--- config.mk ---
export PLATFORM = sky130hd
export DESIGN_NAME = ring_queue_with_indexed_removal
export DESIGN_NICKNAME = d
export VERILOG_FILES = /design/src/design/rqir_pkg.sv /design/src/design/rqir_cell.sv /design/src/design/ring_queue_with_indexed_removal.sv
export SDC_FILE = /design/constraint.sdc
export NUM_CORES = 1
export LEC_CHECK = 0
export ABC_CLOCK_PERIOD_IN_PS = 7550
export BUFFER_PORTS_ARGS = -buffer_cell sky130_fd_sc_hd__buf_4
export CAP_MARGIN = 40
export CORE_AREA = 2 2 305 307
export DETAILED_ROUTE_END_ITERATION = 8
export DIE_AREA = 0 0 307 309
export PLACE_DENSITY = 0.49
export SLEW_MARGIN = 10
export SYNTH_ARGS = -nofsm -noshare
export SYNTH_HDL_FRONTEND = slang
export SYNTH_SLANG_ARGS = --single-unit
--- constraint.sdc ---
create_clock -name i_clk -period 7.55 [get_ports i_clk]
set_clock_uncertainty 0.05 [all_clocks]
set_input_delay 0.755 -clock i_clk [delete_from_list [all_inputs] [get_ports i_clk]]
set_output_delay 0.755 -clock i_clk [all_outputs]
set_load 0.005 [all_outputs]
--- src/design/rqir_pkg.sv ---
// Package for the ring queue with indexed removal.
// Holds sizes, command codes and the request, result and cell control types.
// No dependencies.
`timescale 1ns / 1ps

package rqir_pkg;

    // Storage sizes
    localparam int SLOT_COUNT = 16;
    localparam int ENTRY_BITS = 32;
    localparam int CELL_COUNT = SLOT_COUNT - 1;

    // Field widths
    localparam int CMD_W  = 3;
    localparam int IDX_W  = 4;
    localparam int CNT_W  = 4;
    localparam int RING_W = 5;

    // Command codes
    localparam logic [CMD_W-1:0] CMD_CLEAR  = 3'd0;
    localparam logic [CMD_W-1:0] CMD_PUSH   = 3'd1;
    localparam logic [CMD_W-1:0] CMD_POP    = 3'd2;
    localparam logic [CMD_W-1:0] CMD_READ   = 3'd3;
    localparam logic [CMD_W-1:0] CMD_REMOVE = 3'd4;

    // Ring size limits
    localparam logic [RING_W-1:0] RING_MIN = 5'd2;
    localparam logic [RING_W-1:0] RING_MAX = RING_W'(SLOT_COUNT);

    // Request payload
    typedef struct packed {
        logic [CMD_W-1:0]      command;
        logic [IDX_W-1:0]      entry_index;
        logic [ENTRY_BITS-1:0] write_value;
    } t_req;

    // Result payload
    typedef struct packed {
        logic                  ok;
        logic [ENTRY_BITS-1:0] read_value;
        logic [CNT_W-1:0]      entry_count;
        logic                  is_empty;
        logic                  is_full;
    } t_res;

    // Control broadcast to every cell of the row
    typedef struct packed {
        logic             load;      // store write data at position == count
        logic             shift;     // take neighbor data at position >= from_idx
        logic [IDX_W-1:0] from_idx;
        logic [CNT_W-1:0] count;
    } t_cell_ctl;

endpackage

--- src/design/rqir_cell.sv ---
// One storage cell of the queue row; holds the entry at a fixed position.
// Depends on rqir_pkg for widths and the cell control struct.
`timescale 1ns / 1ps

module rqir_cell (
    input  logic                           i_clk,
    input  logic [rqir_pkg::CNT_W-1:0]     i_pos,
    input  rqir_pkg::t_cell_ctl            i_ctl,
    input  logic [rqir_pkg::ENTRY_BITS-1:0] i_write,
    input  logic [rqir_pkg::ENTRY_BITS-1:0] i_next,
    output logic [rqir_pkg::ENTRY_BITS-1:0] o_data
);

    logic [rqir_pkg::ENTRY_BITS-1:0] r_data;
    logic [rqir_pkg::ENTRY_BITS-1:0] n_data;

    // Load at the tail, or pull from the younger neighbor when shifting
    always_comb begin
        n_data = r_data;
        if (i_ctl.load && (i_pos == i_ctl.count)) begin
            n_data = i_write;
        end else if (i_ctl.shift && (i_pos >= rqir_pkg::CNT_W'(i_ctl.from_idx))) begin
            n_data = i_next;
        end
    end

    // Payload only, no reset
    always_ff @(posedge i_clk) begin
        r_data <= n_data;
    end

    assign o_data = r_data;

endmodule

--- src/design/ring_queue_with_indexed_removal.sv ---
// Top level of the ring queue with indexed removal.
// Depends on rqir_pkg and rqir_cell.
`timescale 1ns / 1ps

// A FIFO of up to ring_size - 1 words kept in order, oldest first, in a row
// of cells. Busy stays low, so a request can be started in every cycle, and
// its result appears on o_res with o_res_valid high for exactly one cycle, in
// the cycle after the request is taken. The receiver cannot stall; it must
// take each result in that cycle. Pop and remove close the gap as every cell
// from the removed position onward loads its younger neighbor. A ring size
// write (always ready) empties the queue; values below 2 act as 2, above 16
// act as 16.
module ring_queue_with_indexed_removal (
    input  logic                        i_clk,
    input  logic                        i_rst_n,
    input  logic                        start,
    output logic                        busy,
    input  rqir_pkg::t_req              i_req,
    output logic                        o_res_valid,
    output rqir_pkg::t_res              o_res,
    input  logic                        i_cfg_valid,
    output logic                        o_cfg_ready,
    input  logic [rqir_pkg::RING_W-1:0] i_cfg_data
);

    logic [rqir_pkg::CNT_W-1:0]      r_count;
    logic [rqir_pkg::CNT_W-1:0]      n_count;
    logic [rqir_pkg::RING_W-1:0]     r_ring;
    logic [rqir_pkg::RING_W-1:0]     n_ring;
    logic                            r_res_valid;
    rqir_pkg::t_res                  r_res;
    rqir_pkg::t_res                  n_res;
    rqir_pkg::t_cell_ctl             w_ctl;
    logic                            w_accept;
    logic                            w_ok;
    logic                            w_idx_ok;
    logic                            w_full;
    logic [rqir_pkg::IDX_W-1:0]      w_rd_addr;
    logic [rqir_pkg::ENTRY_BITS-1:0] w_cell [rqir_pkg::CELL_COUNT];
    logic [rqir_pkg::ENTRY_BITS-1:0] w_next [rqir_pkg::CELL_COUNT];

    assign busy        = 1'b0;
    assign o_cfg_ready = 1'b1;
    assign w_accept    = start && !busy;

    // Queue status before the request
    assign w_full   = ({1'b0, r_count} == (r_ring - 5'd1));
    assign w_idx_ok = (rqir_pkg::CNT_W'(i_req.entry_index) < r_count);

    // Request decode
    always_comb begin
        w_ok         = 1'b0;
        n_count      = r_count;
        w_ctl.load   = 1'b0;
        w_ctl.shift  = 1'b0;
        w_ctl.from_idx = i_req.entry_index;
        w_ctl.count  = r_count;
        w_rd_addr    = i_req.entry_index;
        case (i_req.command)
            rqir_pkg::CMD_CLEAR: begin
                w_ok    = 1'b1;
                n_count = '0;
            end
            rqir_pkg::CMD_PUSH: begin
                if (!w_full) begin
                    w_ok       = 1'b1;
                    w_ctl.load = 1'b1;
                    n_count    = r_count + 4'd1;
                end
            end
            rqir_pkg::CMD_POP: begin
                w_rd_addr      = '0;
                w_ctl.from_idx = '0;
                if (r_count != '0) begin
                    w_ok        = 1'b1;
                    w_ctl.shift = 1'b1;
                    n_count     = r_count - 4'd1;
                end
            end
            rqir_pkg::CMD_READ: begin
                w_ok = w_idx_ok;
            end
            rqir_pkg::CMD_REMOVE: begin
                if (w_idx_ok) begin
                    w_ok        = 1'b1;
                    w_ctl.shift = 1'b1;
                    n_count     = r_count - 4'd1;
                end
            end
            default: begin
                w_ok = 1'b0;
            end
        endcase
        if (!w_accept) begin
            w_ctl.load  = 1'b0;
            w_ctl.shift = 1'b0;
        end
    end

    // Result of the request
    always_comb begin
        n_res.ok          = w_ok;
        n_res.read_value  = '0;
        if (w_ok && (i_req.command != rqir_pkg::CMD_CLEAR)
                 && (i_req.command != rqir_pkg::CMD_PUSH)) begin
            n_res.read_value = w_cell[w_rd_addr];
        end
        n_res.entry_count = n_count;
        n_res.is_empty    = (n_count == '0);
        n_res.is_full     = ({1'b0, n_count} == (r_ring - 5'd1));
    end

    // Ring size write, clamped to the legal range
    always_comb begin
        n_ring = r_ring;
        if (i_cfg_valid && o_cfg_ready) begin
            if (i_cfg_data < rqir_pkg::RING_MIN) begin
                n_ring = rqir_pkg::RING_MIN;
            end else if (i_cfg_data > rqir_pkg::RING_MAX) begin
                n_ring = rqir_pkg::RING_MAX;
            end else begin
                n_ring = i_cfg_data;
            end
        end
    end

    // Control registers
    always_ff @(posedge i_clk) begin
        if (!i_rst_n) begin
            r_count     <= '0;
            r_ring      <= rqir_pkg::RING_MAX;
            r_res_valid <= 1'b0;
        end else begin
            r_ring      <= n_ring;
            r_res_valid <= w_accept;
            if (i_cfg_valid && o_cfg_ready) begin
                r_count <= '0;
            end else if (w_accept) begin
                r_count <= n_count;
            end
        end
    end

    // Result payload register
    always_ff @(posedge i_clk) begin
        if (w_accept) begin
            r_res <= n_res;
        end
    end

    assign o_res_valid = r_res_valid;
    assign o_res       = r_res;

    // Row of cells, each but the last fed by its younger neighbor
    genvar gi;
    generate
        for (gi = 0; gi < rqir_pkg::CELL_COUNT; gi++) begin : g_cell
            if (gi == rqir_pkg::CELL_COUNT - 1) begin : g_last
                assign w_next[gi] = w_cell[gi];
            end else begin : g_mid
                assign w_next[gi] = w_cell[gi+1];
            end
            rqir_cell u_cell (
                .i_clk   (i_clk),
                .i_pos   (rqir_pkg::CNT_W'(gi)),
                .i_ctl   (w_ctl),
                .i_write (i_req.write_value),
                .i_next  (w_next[gi]),
                .o_data  (w_cell[gi])
            );
        end
    endgenerate

`ifndef SYNTHESIS
    // Held entries never exceed the capacity of the ring
    a_count_cap: assert property (@(posedge i_clk) disable iff (!i_rst_n)
        ({1'b0, r_count} <= (r_ring - 5'd1)))
        else $error("entry count beyond ring capacity");

    // Every taken request yields one result strobe in the next cycle
    a_res_follows: assert property (@(posedge i_clk) disable iff (!i_rst_n)
        (start && !busy) |=> o_res_valid)
        else $error("result strobe missing after request");

    // A pop from a non-empty queue drops the count by one
    a_pop_count: assert property (@(posedge i_clk) disable iff (!i_rst_n)
        (start && !busy && !i_cfg_valid && (i_req.command == rqir_pkg::CMD_POP)
         && (r_count != '0)) |=> (r_count == $past(r_count) - 4'd1))
        else $error("pop did not decrement count");
`endif

endmodule

==> results of run 1 <==
==> sequential cells by signal, indices dropped and copies added, names as in the netlist <==
name                  flops
g_cell.u_cell.o_data    480
o_res                    39
o_res_valid               1
r_count                   4
r_ring                    5
==> report_power, final <==
group          total (mW)  switching [mW]  internal (mW)
Combinational       0.471           0.309          0.161
Clock                2.75            1.19           1.56
Sequential           3.24          0.0161           3.22
==> worst max-delay path, stage by stage (launching register included) <==
cell and delay, ns:
sky130_fd_sc_hd__dfxtp_1 0.64, sky130_fd_sc_hd__inv_2 0.20, sky130_fd_sc_hd__ha_1 0.34, sky130_fd_sc_hd__a21oi_1 0.16, sky130_fd_sc_hd__o21ai_1 0.15, sky130_fd_sc_hd__a211oi_2 0.38, sky130_fd_sc_hd__or2_2 0.30, sky130_fd_sc_hd__nand2_1 0.19
sky130_fd_sc_hd__a21o_1 0.30, sky130_fd_sc_hd__a21o_1 0.19, sky130_fd_sc_hd__nand2_2 0.46, sky130_fd_sc_hd__buf_12 0.26
==> stage by stage <==
stage	power, mW	hold WS [ns]	utilization
3_3_place_gp	3.757	0.4855	0.3155
5_1_grt	6.669	0.3111	0.3385
4_1_cts	6.533	0.2853	0.3379
3_5_place_dp	3.772	0.5056	0.3185
2_1_floorplan	3.567	0.4451	-
6_report	6.460	0.3308	0.3385
==> cells in the final DEF (no fill, tap or decap), types with 3 or more instances in the layout <==
cell	n
sky130_fd_sc_hd__nor3_1	4
sky130_fd_sc_hd__o21ai_0	12
sky130_fd_sc_hd__nand2_4	12
sky130_fd_sc_hd__nor2b_1	4
sky130_fd_sc_hd__and2_4	5
sky130_fd_sc_hd__a21o_1	33
sky130_fd_sc_hd__mux2_4	143
sky130_fd_sc_hd__o21bai_4	3
sky130_fd_sc_hd__nor4_1	3
sky130_fd_sc_hd__ha_1	9
sky130_fd_sc_hd__nor2_4	3
sky130_fd_sc_hd__inv_1	9
sky130_fd_sc_hd__xnor2_1	9
sky130_fd_sc_hd__and2_1	5
sky130_fd_sc_hd__clkinv_1	17
sky130_fd_sc_hd__o211ai_1	32
sky130_fd_sc_hd__a21oi_1	10
sky130_fd_sc_hd__o221ai_1	37
sky130_fd_sc_hd__nor2_1	12
sky130_fd_sc_hd__nand2_1	250
sky130_fd_sc_hd__mux2_1	52
sky130_fd_sc_hd__o22ai_1	93
sky130_fd_sc_hd__clkbuf_1	16
sky130_fd_sc_hd__buf_12	8
sky130_fd_sc_hd__and3_1	64
sky130_fd_sc_hd__nand2_2	6
sky130_fd_sc_hd__edfxtp_1	519
sky130_fd_sc_hd__clkinv_2	7
sky130_fd_sc_hd__bufinv_16	4
sky130_fd_sc_hd__nand3_1	93
sky130_fd_sc_hd__buf_16	6
sky130_fd_sc_hd__dfxtp_1	10
sky130_fd_sc_hd__mux2_2	253
sky130_fd_sc_hd__o21ai_4	7
sky130_fd_sc_hd__clkbuf_16	59
sky130_fd_sc_hd__buf_4	112
sky130_fd_sc_hd__a211oi_1	31
sky130_fd_sc_hd__a311o_1	30
sky130_fd_sc_hd__mux2i_1	12
==> worst paths after layout <==
| check | startpoint | endpoint | slack [ns] | cells after the start |
|---|---|---|---|---|
| setup / recovery | r_count[2] | g_cell[8].u_cell.o_data[17] | 3.57 | 11 |
| hold reg to reg | r_ring[4] | r_ring[4] | 0.49 | 2 |
| setup reg to reg | r_count[2] | g_cell[8].u_cell.o_data[17] | 3.57 | 11 |
| hold / removal | i_cfg_valid | r_ring[1] | 0.33 | 2 |
==> kinds of logic (layout without fill, tap and decap cells) <==
group,after synthesis,count (layout),share of synthesized area
buf+inv,199,243,0.03901
flops,529,529,0.5770
other cells,2,2,0.0002745
fa+ha+maj,9,9,0.004116
mux,462,462,0.2101
simple gates,477,477,0.08310
xor+xnor,12,12,0.004391
compound gates,301,301,0.08209
==> cells in the mapped netlist, drive strengths merged, types with 2 or more instances <==
| cell | n | area, µm² |
|---|---|---|
| edfxtp | 519 | 15580 |
| mux2 | 448 | 5582 |
| nand2 | 268 | 1079 |
| clkbuf | 116 | 435.4 |
| nand3 | 93 | 465.5 |
| o22ai | 93 | 581.8 |
| buf | 71 | 586.8 |
| and3 | 67 | 425.4 |
| o221ai | 38 | 339.1 |
| a21o | 33 | 247.7 |
| a211oi | 32 | 245.2 |
| o211ai | 32 | 240.2 |
| a311o | 30 | 300.3 |
| o21ai | 21 | 108.9 |
| nor2 | 16 | 83.83 |
| inv | 12 | 45.04 |
| mux2i | 12 | 120.1 |
| a21oi | 11 | 66.32 |
| and2 | 11 | 78.82 |
| dfxtp | 10 | 200.2 |
| ha | 9 | 112.6 |
| xnor2 | 9 | 78.83 |
| nor3 | 6 | 40.04 |
| nor2b | 4 | 25.02 |
| nand2b | 3 | 18.77 |
| nor4 | 3 | 18.77 |
| o21bai | 3 | 22.52 |
| or2 | 3 | 18.77 |
| conb | 2 | 7.510 |
| mux4 | 2 | 45.04 |
| xor2 | 2 | 17.52 |
==> cell type report <==
type	count	area (µm²)	area share
repair buffers	126	1166	0.03770
clock inverters	30	236.5	0.007646
flip-flops and latches	529	15790	0.5104
clock buffers	75	1536	0.04968
inverters	12	47.55	0.001537
multi-input cells	1263	10670	0.3451
well taps	1186	1484	0.04798
==> metal layers <==
metal / vias up / global-route usage
met1: 9050 / 0.2364
met3: 113 / 0.02782
met4: 2 / 0.04606
met5: - / 0
li1: 7658 / -
met2: 497 / 0.2739
==> run metrics, run 1 <==
worst vdd ir=between 150 and 200 µV; clk sinks=between 500 and 600; maximum number of pins on one net before global-route repair=65; type of the most critical hold path=primary input to register; Detail Route met3 WL=4148 µm; maximum fanout along the worst path=17; number of diodes=0; RSZ-0062 raised after global routing=no; number of port buffers=87; remaining routing DRC violations=0; sequential cell area fraction in the yosys report=0.5770; IO Count=90; Crit. End Element=register; WL final=81,870 µm; synthesized net count=about 2,000; count of hold-fix buffers inserted at cts=0; TritonCTS clock tree=yes; peak clock frequency supported by timing=between 200 and 300 MHz; placed cell area=0.02911 mm²; Die Ht=309 µm; Yosys Warn Count=0; Iteration-0 DRC Markers=1,379; Detail Route met2 WL=38,230 µm; first-pass GRT wire length=121,600 µm; top layer in use=met5; Cell variety after synth=between 60 and 70; Max Cap Violations=0; area of the core=0.09139 mm²; total routed wire length on the met1 layer=37,680 µm; post-CTS setup buffer count=0; number of clock buffers inserted by TritonCTS=58; outcome=completed; Leak=10.95 nW; fin crit period=~4 ns; clock insertion delay at the later pin of the skew report=0.62 ns; fin crit share=0.5275; WL/cell=between 20 and 30 µm; dpl ws=slightly above 3 ns; number of gates resized after cts=0; post-detailed-route count of antenna-violating nets=0; Bufs on Longest Clock Path=3; Worst Setup Path Type=register to register; Tot GR Track Use=0.1698; clock transition at the registers of the reported paths=0.06 ns; final weighted congestion in routability-driven placement=0.7789; Die Span X=between 300 and 400 µm; DR vias/cell=5.377; relative slew slack=0.4262; worst path setup slack after routing=3.568 ns; type of origin of the critical path=register; Post-Synthesis Cell Area=0.02736 mm²; pin slew with the least headroom to its limit=around 0.86 ns; Detail Placement HPWL=48,160 µm; ratio of cells with drive above 1 in the final layout=0.3204; filler cell count=slightly below 9,000; final instance area=0.03093 mm²; Row Count=about 110; clock root buffer master=sky130_fd_sc_hd__clkbuf_16; total number of H-tree levels=2; Final setup violation count=0; Mean Syn Cell Area=13.74 µm²; total number of vias=17,320; Synth Register Bits=529; starting density of the core=0.2994; Post-Layout Cell Count=3,221; net total in the final layout=2,047; Area growth, synth to finish=13.05%; required time of the critical path=between 7 and 8 ns; total instance count after detailed placement=3,114; final count of pins violating max slew=0; antenna violations before repair=1; setup_tns=0 ns; Die Outline Area=0.09486 mm²; proportion of register bits with asynchronous set or reset after synthesis=0; Post-Synthesis Cells=1,991; detailed-router iteration count before antenna repair=5; vias in the first global route=17,960; data arrival at the endpoint of the critical path=4.25 ns; count of final hold-check violations=0; most used flip-flop cell after synthesis=sky130_fd_sc_hd__edfxtp_1; count of flip-flops with a built-in enable after synthesis=slightly above 500; P per Cell Area=roughly 210 mW/mm²; GRT Residual Overflow=0
No activity file was read; power rests on OpenSTA's default activity.
==> run 2: changes to the inputs <==
- ABC_CLOCK_PERIOD_IN_PS: 7550 -> 4170
- clock period: 7.55 -> 4.17 ns (I/O delays scaled with it)
==> run 2 against run 1 <==
Clock power up 77%. Fmax rose by 13%. Routed wire length rose by 3.4%. Cell area is 0.61% higher. Critical path depth did not move. Cell count rose by 0.81%. Non-clock buffer count up 27. Via count is 0.68% higher. Die area unchanged. Critical path type unchanged. Highest routed layer unchanged.
==> run metrics, run 2 (same netlist as run 1, synthesis figures left out) <==
post-detailed-route count of antenna-violating nets=0 (unchanged); type of the most critical hold path=primary input to register; relative slew slack=0.4281 (+0.001899); startpoint of the worst hold path=i_cfg_data[2]; DR vias/cell=5.370 (-0.13%); Die Span X=307 µm (unchanged); Area growth, synth to finish=13.74%; cell depth of the worst flop-to-flop path=11 (unchanged); clock root buffer master=sky130_fd_sc_hd__clkbuf_16; data arrival at the endpoint of the critical path=3.84 ns (-0.41 ns); Detail Placement HPWL=50,030 µm (+3.9%); commonest cells after routing, fill and taps aside=sky130_fd_sc_hd__edfxtp_1 (519), sky130_fd_sc_hd__mux2_2 (253), sky130_fd_sc_hd__nand2_1 (250); WL/cell=26.07 µm (+2.6%); final count of pins violating max slew=0 (unchanged); proportion of power drawn by combinational gates=0.076 (+0.003); total instance count after detailed placement=3,141 (+0.87%); endpoint of the worst hold path=r_ring[2]; Tot GR Track Use=0.1746 (+0.004758); IO Count=90 (unchanged); vias in the first global route=17,820 (-0.76%); Die Ht=309 µm (unchanged); Bufs on Longest Clock Path=3 (unchanged); Sw Ratio=0.2388 (+0.004041); maximum fanout along the worst path=18 (+1); Iteration-0 DRC Markers=1,425 (+3.3%); count of cells along the worst hold path=3 (+1); Max Cap Violations=0 (unchanged); area of the core=0.09139 mm² (unchanged); required time of the critical path=4.49 ns (-3.33 ns); Leak=11.07 nW (+1.1%); Row Count=111 (unchanged); sequential fraction of design power=0.506 (+0.004); detailed-router iteration count before antenna repair=5 (unchanged); antenna violations before repair=1 (unchanged); net total in the final layout=2,074 (+1.3%); Final setup violation count=0 (unchanged); Post-Layout Cell Count=3,247 (+0.81%); first-pass GRT wire length=123,500 µm (+1.6%); number of gates resized after cts=0 (unchanged); fin crit period=3.524 ns (-0.4580 ns); top cell family by delay on the critical path=simple AND/OR/NAND/NOR gates; Die Outline Area=0.09486 mm² (unchanged); critical path's largest stage delay=0.59 ns (-0.05 ns); starting density of the core=0.2994 (unchanged); total number of vias=17,440 (+0.68%); Worst Setup Path Type=register to register; reg2reg setup slack=0.65 ns (-2.92 ns); number of clock buffers inserted by TritonCTS=58 (unchanged); outcome=completed; peak clock frequency supported by timing=283.7 MHz (+13%); pin slew with the least headroom to its limit=0.8578 ns (-0.002849 ns); clock share of power=0.419 (-0.006); GRT Residual Overflow=0 (unchanged); WL final=84,660 µm (+3.4%); Critical Path, Cell by Cell=inv_1 > ha_1 > nor3b_1 > xnor2_1 > a31oi_2 > and2_4 > nand2_4 > nor2_4 > nand2_2 > buf_4 > mux2_2; worst vdd ir=301.9 µV (+92%); clock insertion delay at the later pin of the skew report=0.62 ns (about the same); Crit. End Element=register; placed cell area=0.02936 mm² (+0.87%); number of buffers and inverters on the critical path=2 (unchanged); final weighted congestion in routability-driven placement=0.7828 (+0.50%); critical register-to-register path startpoint=r_ring[0]; clk sinks=529 (unchanged); flip-flop count of the largest register after layout=480 (unchanged); maximum number of pins on one net before global-route repair=112 (+72%); most common library cell in the layout ignoring fill and taps=sky130_fd_sc_hd__edfxtp_1; ratio of cells with drive above 1 in the final layout=0.3309 (+0.01051); TritonCTS clock tree=yes; number of port buffers=87 (unchanged); final instance area=0.03112 mm² (+0.61%); RSZ-0062 raised after global routing=no; remaining routing DRC violations=0 (unchanged); cell-internal power=8.827 mW (+79%); type of origin of the critical path=register; P per Cell Area=372.6 mW/mm² (+78%); total number of H-tree levels=2 (unchanged); reg-to-reg endpoint=g_cell[12].u_cell.o_data[9]; clock transition at the registers of the reported paths=0.07 ns (about the same); count of final hold-check violations=0 (unchanged); number of diodes=0 (unchanged); cell with the biggest individual delay on the critical path=sky130_fd_sc_hd__nand2_2; fin crit share=0.8452 (+0.3177); P_sw=2.769 mW (+83%)
## run 2: worst min-delay path, cell delays in order
cell	delay, ns
sky130_fd_sc_hd__buf_4	0.09
sky130_fd_sc_hd__a21oi_1	0.05
sky130_fd_sc_hd__nor2b_1	0.10
## run 2: timing repair
action                                 4_1_cts  5_1_grt
buffers inserted                             0        0
hold buffers                                 2        0
endpoints found under the hold margin        5        0
## run 2: how the worst max path moves through the flow
stage	startpoint	end	cells after the start
after CTS	r_ring[0]	g_cell[12].u_cell.o_data[9]	11
after global placement	r_ring[0]	g_cell[12].u_cell.o_data[6]	11
final	r_ring[0]	g_cell[12].u_cell.o_data[9]	11
after floorplan	i_req[38]	g_cell[4].u_cell.o_data[0]	8
after global routing	r_ring[0]	g_cell[12].u_cell.o_data[31]	11
after detailed placement	r_ring[0]	g_cell[12].u_cell.o_data[9]	11
## run 2: per-layer routing
metal,global-route usage,up-vias,part of all wire
li1,-,7732,-
met1,0.2362,9017,0.44
met2,0.2855,591,0.47
met3,0.03837,95,0.067
met4,0.04039,2,0.021
met5,0,-,0.00013
## run 2: power by group through the flow
stage               combinational, mW  clock [mW]  sequential [mW]
floorplan                       0.484           0             5.97
global placement                0.869           0             5.98
detailed placement              0.876           0             5.98
CTS                             0.881        5.00             5.86
global route                    0.944        5.18             5.87
finish                          0.878        4.86             5.86
## run 2: layout make-up
| cell class | count | area (µm²) |
|---|---|---|
| Tap cell | 1186 | 1484 |
| Fill cell | 8922 | 60270 |
| Sequential cell | 529 | 15790 |
| Inverter | 12 | 47.55 |
| Timing Repair Buffer | 153 | 1394 |
| Clock inverter | 24 | 118.9 |
| Clock buffer | 80 | 1617 |
| Multi-Input combinational cell | 1263 | 10670 |
## run 2: stage by stage
step / worst slack, ns / utilization / power, mW / TNS (ns) / hold slack (ns)
4_1_cts: 0.6717 / 0.3405 / 11.74 / 0 / 0.008420
6_report: 0.6457 / 0.3405 / 11.60 / 0 / 0.03249
2_1_floorplan: -0.5590 / - / 6.457 / -53.66 / 0.4432
3_5_place_dp: 0.6730 / 0.3213 / 6.851 / 0 / 0.4883
3_3_place_gp: 0.7179 / 0.3207 / 6.845 / 0 / 0.4889
5_1_grt: 0.4654 / 0.3405 / 11.99 / 0 / 0.03518
==> run 3: changes to the inputs <==
- ABC_AREA: not set -> 1
- ABC_CLOCK_PERIOD_IN_PS: 4170 -> 2950
- CORE_AREA: 2 2 305 307 -> 2 2 299 301
- DIE_AREA: 0 0 307 309 -> 0 0 301 303
- PLACE_DENSITY: 0.49 -> 0.51
- clock period: 4.17 -> 2.95 ns (I/O delays scaled with it)
==> run 3 against run 2 <==
Sequential power increased by 43%. Critical endpoint is now g_cell[9].u_cell.o_data[31]. Register-to-register slack worse by 0.46 ns. Largest power group unchanged. Flip-flop and latch count did not move. Cell count up 22%. Synthesized cell count up 36%. Area after synthesis shrank 4.1%. Global-route usage is 0.68 points higher. Count of clock-buffer cells in the layout down 6.
==> run metrics, run 3 <==
outcome=completed; Crit. End Element=register; Detail Placement HPWL=51,210 µm (+2.4%); RSZ-0062 raised after global routing=no; post-detailed-route count of antenna-violating nets=0 (unchanged); filler cell count=8,971 (+0.55%); data arrival at the endpoint of the critical path=3.00 ns (-0.84 ns); placed cell area=0.02855 mm² (-2.8%); remaining routing DRC violations=0 (unchanged); startpoint of the worst setup timing path=r_ring[1]; Final setup violation count=0 (unchanged); Row Count=109 (-1.8%); pin slew with the least headroom to its limit=0.7013 ns (-0.1566 ns); sequential cell area fraction in the yosys report=0.6014 (+0.02445); top post-synthesis cells by area=sky130_fd_sc_hd__edfxtp_1 (59%), sky130_fd_sc_hd__nand2_1 (10%), sky130_fd_sc_hd__o21ai_0 (8.5%), sky130_fd_sc_hd__nor2_1 (3.1%), sky130_fd_sc_hd__o22ai_1 (2.3%); TritonCTS clock tree=yes; dpl ws=0.1710 ns (-0.5021 ns); final count of pins violating max slew=0 (unchanged); fin crit period=2.761 ns (-0.7636 ns); most common library cells after synthesis=sky130_fd_sc_hd__nand2_1 (717), sky130_fd_sc_hd__edfxtp_1 (519), sky130_fd_sc_hd__o21ai_0 (448), sky130_fd_sc_hd__nor2_1 (215), sky130_fd_sc_hd__o21ai_1 (118); cell type with the largest total area after synthesis=sky130_fd_sc_hd__edfxtp_1; GRT Residual Overflow=0 (unchanged); WL final=83,730 µm (-1.1%); net total in the final layout=2,822 (+36%); synthesized net count=2,774 (+35%); Worst Setup Path Type=register to register; number of diodes=0 (unchanged); first-pass GRT wire length=126,300 µm (+2.2%); Max Cap Violations=0 (unchanged); count of final hold-check violations=0 (unchanged); count of flip-flops with a built-in enable after synthesis=519 (unchanged); total number of vias=20,600 (+18%); startpoint of the worst hold path=i_req[38]; Die Ht=303 µm (-1.9%); most frequent cell after synthesis=sky130_fd_sc_hd__nand2_1; worst vdd ir=551.7 µV (+83%); clock transition at the registers of the reported paths=0.06 ns (about the same); ratio of cells with drive above 1 in the final layout=0.1124 (-0.2185); P per Cell Area=549.1 mW/mm² (+47%); DR vias/cell=5.179 (-3.6%); required time of the critical path=3.19 ns (-1.30 ns); IO Count=90 (unchanged); Area growth, synth to finish=17.42%; grt met1 use=0.2561 (+0.01992); Tot GR Track Use=0.1813 (+0.006770); final weighted congestion in routability-driven placement=0.8108 (+3.6%); clk sinks=529 (unchanged); area of the core=0.08797 mm² (-3.7%); Die Span X=301 µm (-2.0%); Synth Register Bits=529 (unchanged); Die Outline Area=0.09120 mm² (-3.9%); most used flip-flop cell after synthesis=sky130_fd_sc_hd__edfxtp_1; maximum fanout along the worst path=25 (+7); Leak=11.53 nW (+4.2%); relative slew slack=0.5325 (+0.1044); Mean Syn Cell Area=9.660 µm² (-30%); total number of H-tree levels=2 (unchanged); Post-Synthesis Cell Area=0.02625 mm² (-4.1%); worst path setup slack after routing=0.1892 ns (-0.4564 ns); type of the most critical hold path=primary input to register; setup_tns=0 ns (unchanged); clock root buffer master=sky130_fd_sc_hd__clkbuf_16; WL/cell=21.05 µm (-19%); critical register-to-register path startpoint=r_ring[1]; most common library cell in the layout ignoring fill and taps=sky130_fd_sc_hd__nand2_1; Iteration-0 DRC Markers=2,011 (+41%); vias in the first global route=19,640 (+10%); starting density of the core=0.2984 (-0.001007); Yosys Warn Count=0 (unchanged); final instance area=0.03082 mm² (-0.97%); fin crit share=0.9359 (+0.09069); type of origin of the critical path=register; gr busiest metal=met2; Cell variety after synth=39 (-38%); Post-Synthesis Cells=2,717 (+36%); clock insertion delay at the later pin of the skew report=0.65 ns (+0.03 ns); antenna violations before repair=0 (-1); proportion of register bits with asynchronous set or reset after synthesis=0 (unchanged); tightest hold margin=0.06833 ns (+0.03585 ns); maximum number of pins on one net before global-route repair=104 (-7.1%); Post-Route Utilization=0.3503 (+0.009824); area fraction of the dominant cell type after synthesis=0.5938 (+0.02414); peak clock frequency supported by timing=362.2 MHz (+28%); Bufs on Longest Clock Path=3 (unchanged); detailed-router iteration count before antenna repair=6 (+1); commonest cells after routing, fill and taps aside=sky130_fd_sc_hd__nand2_1 (707), sky130_fd_sc_hd__edfxtp_1 (519), sky130_fd_sc_hd__o21ai_0 (447); flip-flop count of the largest register after layout=480 (unchanged); global-route met2 utilization=0.2956 (+0.01008); met3 track utilization from global routing=0.02184 (-0.01653); number of clock buffers inserted by TritonCTS=59 (+1.7%); number of port buffers=87 (unchanged)
run 3: changes by cell type after synthesis, moves of 62 or more:
cell                        previous run  this run
sky130_fd_sc_hd__mux2_4              143         0
sky130_fd_sc_hd__o21ai_1               1       118
sky130_fd_sc_hd__mux2_2              253         0
sky130_fd_sc_hd__and3_1               65         0
sky130_fd_sc_hd__nor2_1               14       215
sky130_fd_sc_hd__o21ai_0              19       448
sky130_fd_sc_hd__o2111ai_1             0        62
sky130_fd_sc_hd__nand2_1             257       717
run 3: metal layers:
layer	share of wire	vias to the layer above
li1	-	9748
met1	0.46	10030
met2	0.46	724
met3	0.059	97
met4	0.021	0
met5	0	-
run 3: layout make-up:
cell class              instances  area, µm²  share of cell area
clock inverters                34      235.2            0.007633
multi-input cells            1869       8999              0.2920
flip-flops and latches        529      15790              0.5124
well taps                    1165       1458             0.04730
repair buffers                225       2460             0.07982
inverters                      81      320.3             0.01039
clock buffers                  74       1554             0.05042
run 3: per-stage QoR:
stage,instances,power [mW]
2_1_floorplan,2717,9.349
5_1_grt,3977,17.51
3_3_place_gp,3820,10.01
4_1_cts,3971,17.10
3_5_place_dp,3820,10.02
6_report,3977,16.92
run 3: worst paths after layout:
kind | end | slack [ns] | cells after the start
max reg2reg | g_cell[9].u_cell.o_data[31] | 0.19 | 16
min reg2reg | g_cell[9].u_cell.o_data[3] | 0.45 | 2
max | g_cell[9].u_cell.o_data[31] | 0.19 | 16
min | o_res[38] | 0.07 | 2
run 3: cells by family after synthesis:
group,synth area share
buffers and inverters,0.06235
flip-flops,0.6014
adder cells (fa/ha/maj),0.004290
XOR/XNOR,0.001001
other,0.0002861
AO/OA/AOI/OAI,0.1700
AND/OR/NAND/NOR,0.1606
run 3: worst max-delay path, cell delays in order, from the launching register on:
cell                      delay [ns]
sky130_fd_sc_hd__dfxtp_1        0.38
sky130_fd_sc_hd__inv_1          0.06
sky130_fd_sc_hd__ha_1           0.31
sky130_fd_sc_hd__inv_1          0.09
sky130_fd_sc_hd__nand2_1        0.05
sky130_fd_sc_hd__nand2_1        0.05
sky130_fd_sc_hd__nor2_1         0.03
sky130_fd_sc_hd__nand2_1        0.10
sky130_fd_sc_hd__nor2_4         0.06
sky130_fd_sc_hd__nand2_4        0.08
sky130_fd_sc_hd__nand2_4        0.07
sky130_fd_sc_hd__nor2_4         0.20
sky130_fd_sc_hd__buf_4          0.17
sky130_fd_sc_hd__nand4_1        0.13
sky130_fd_sc_hd__buf_12         0.20
sky130_fd_sc_hd__nand2_2        0.11
sky130_fd_sc_hd__buf_12         0.23
run 3: what timing repair did:
action / CTS / global route
hold buffers: 43 / 0
setup buffers: 0 / 6
resized for setup: 0 / 1
hold endpoints to repair: 38 / 0
endpoints found under the setup margin: 0 / 128
run 3: power by group:
group / internal, mW / leakage, nW / total (mW) / switching [mW]
logic: 0.487 / 5.84 / 1.52 / 1.03
registers: 8.33 / 4.82 / 8.39 / 0.0576
clock network: 3.89 / 0.876 / 7.02 / 3.13
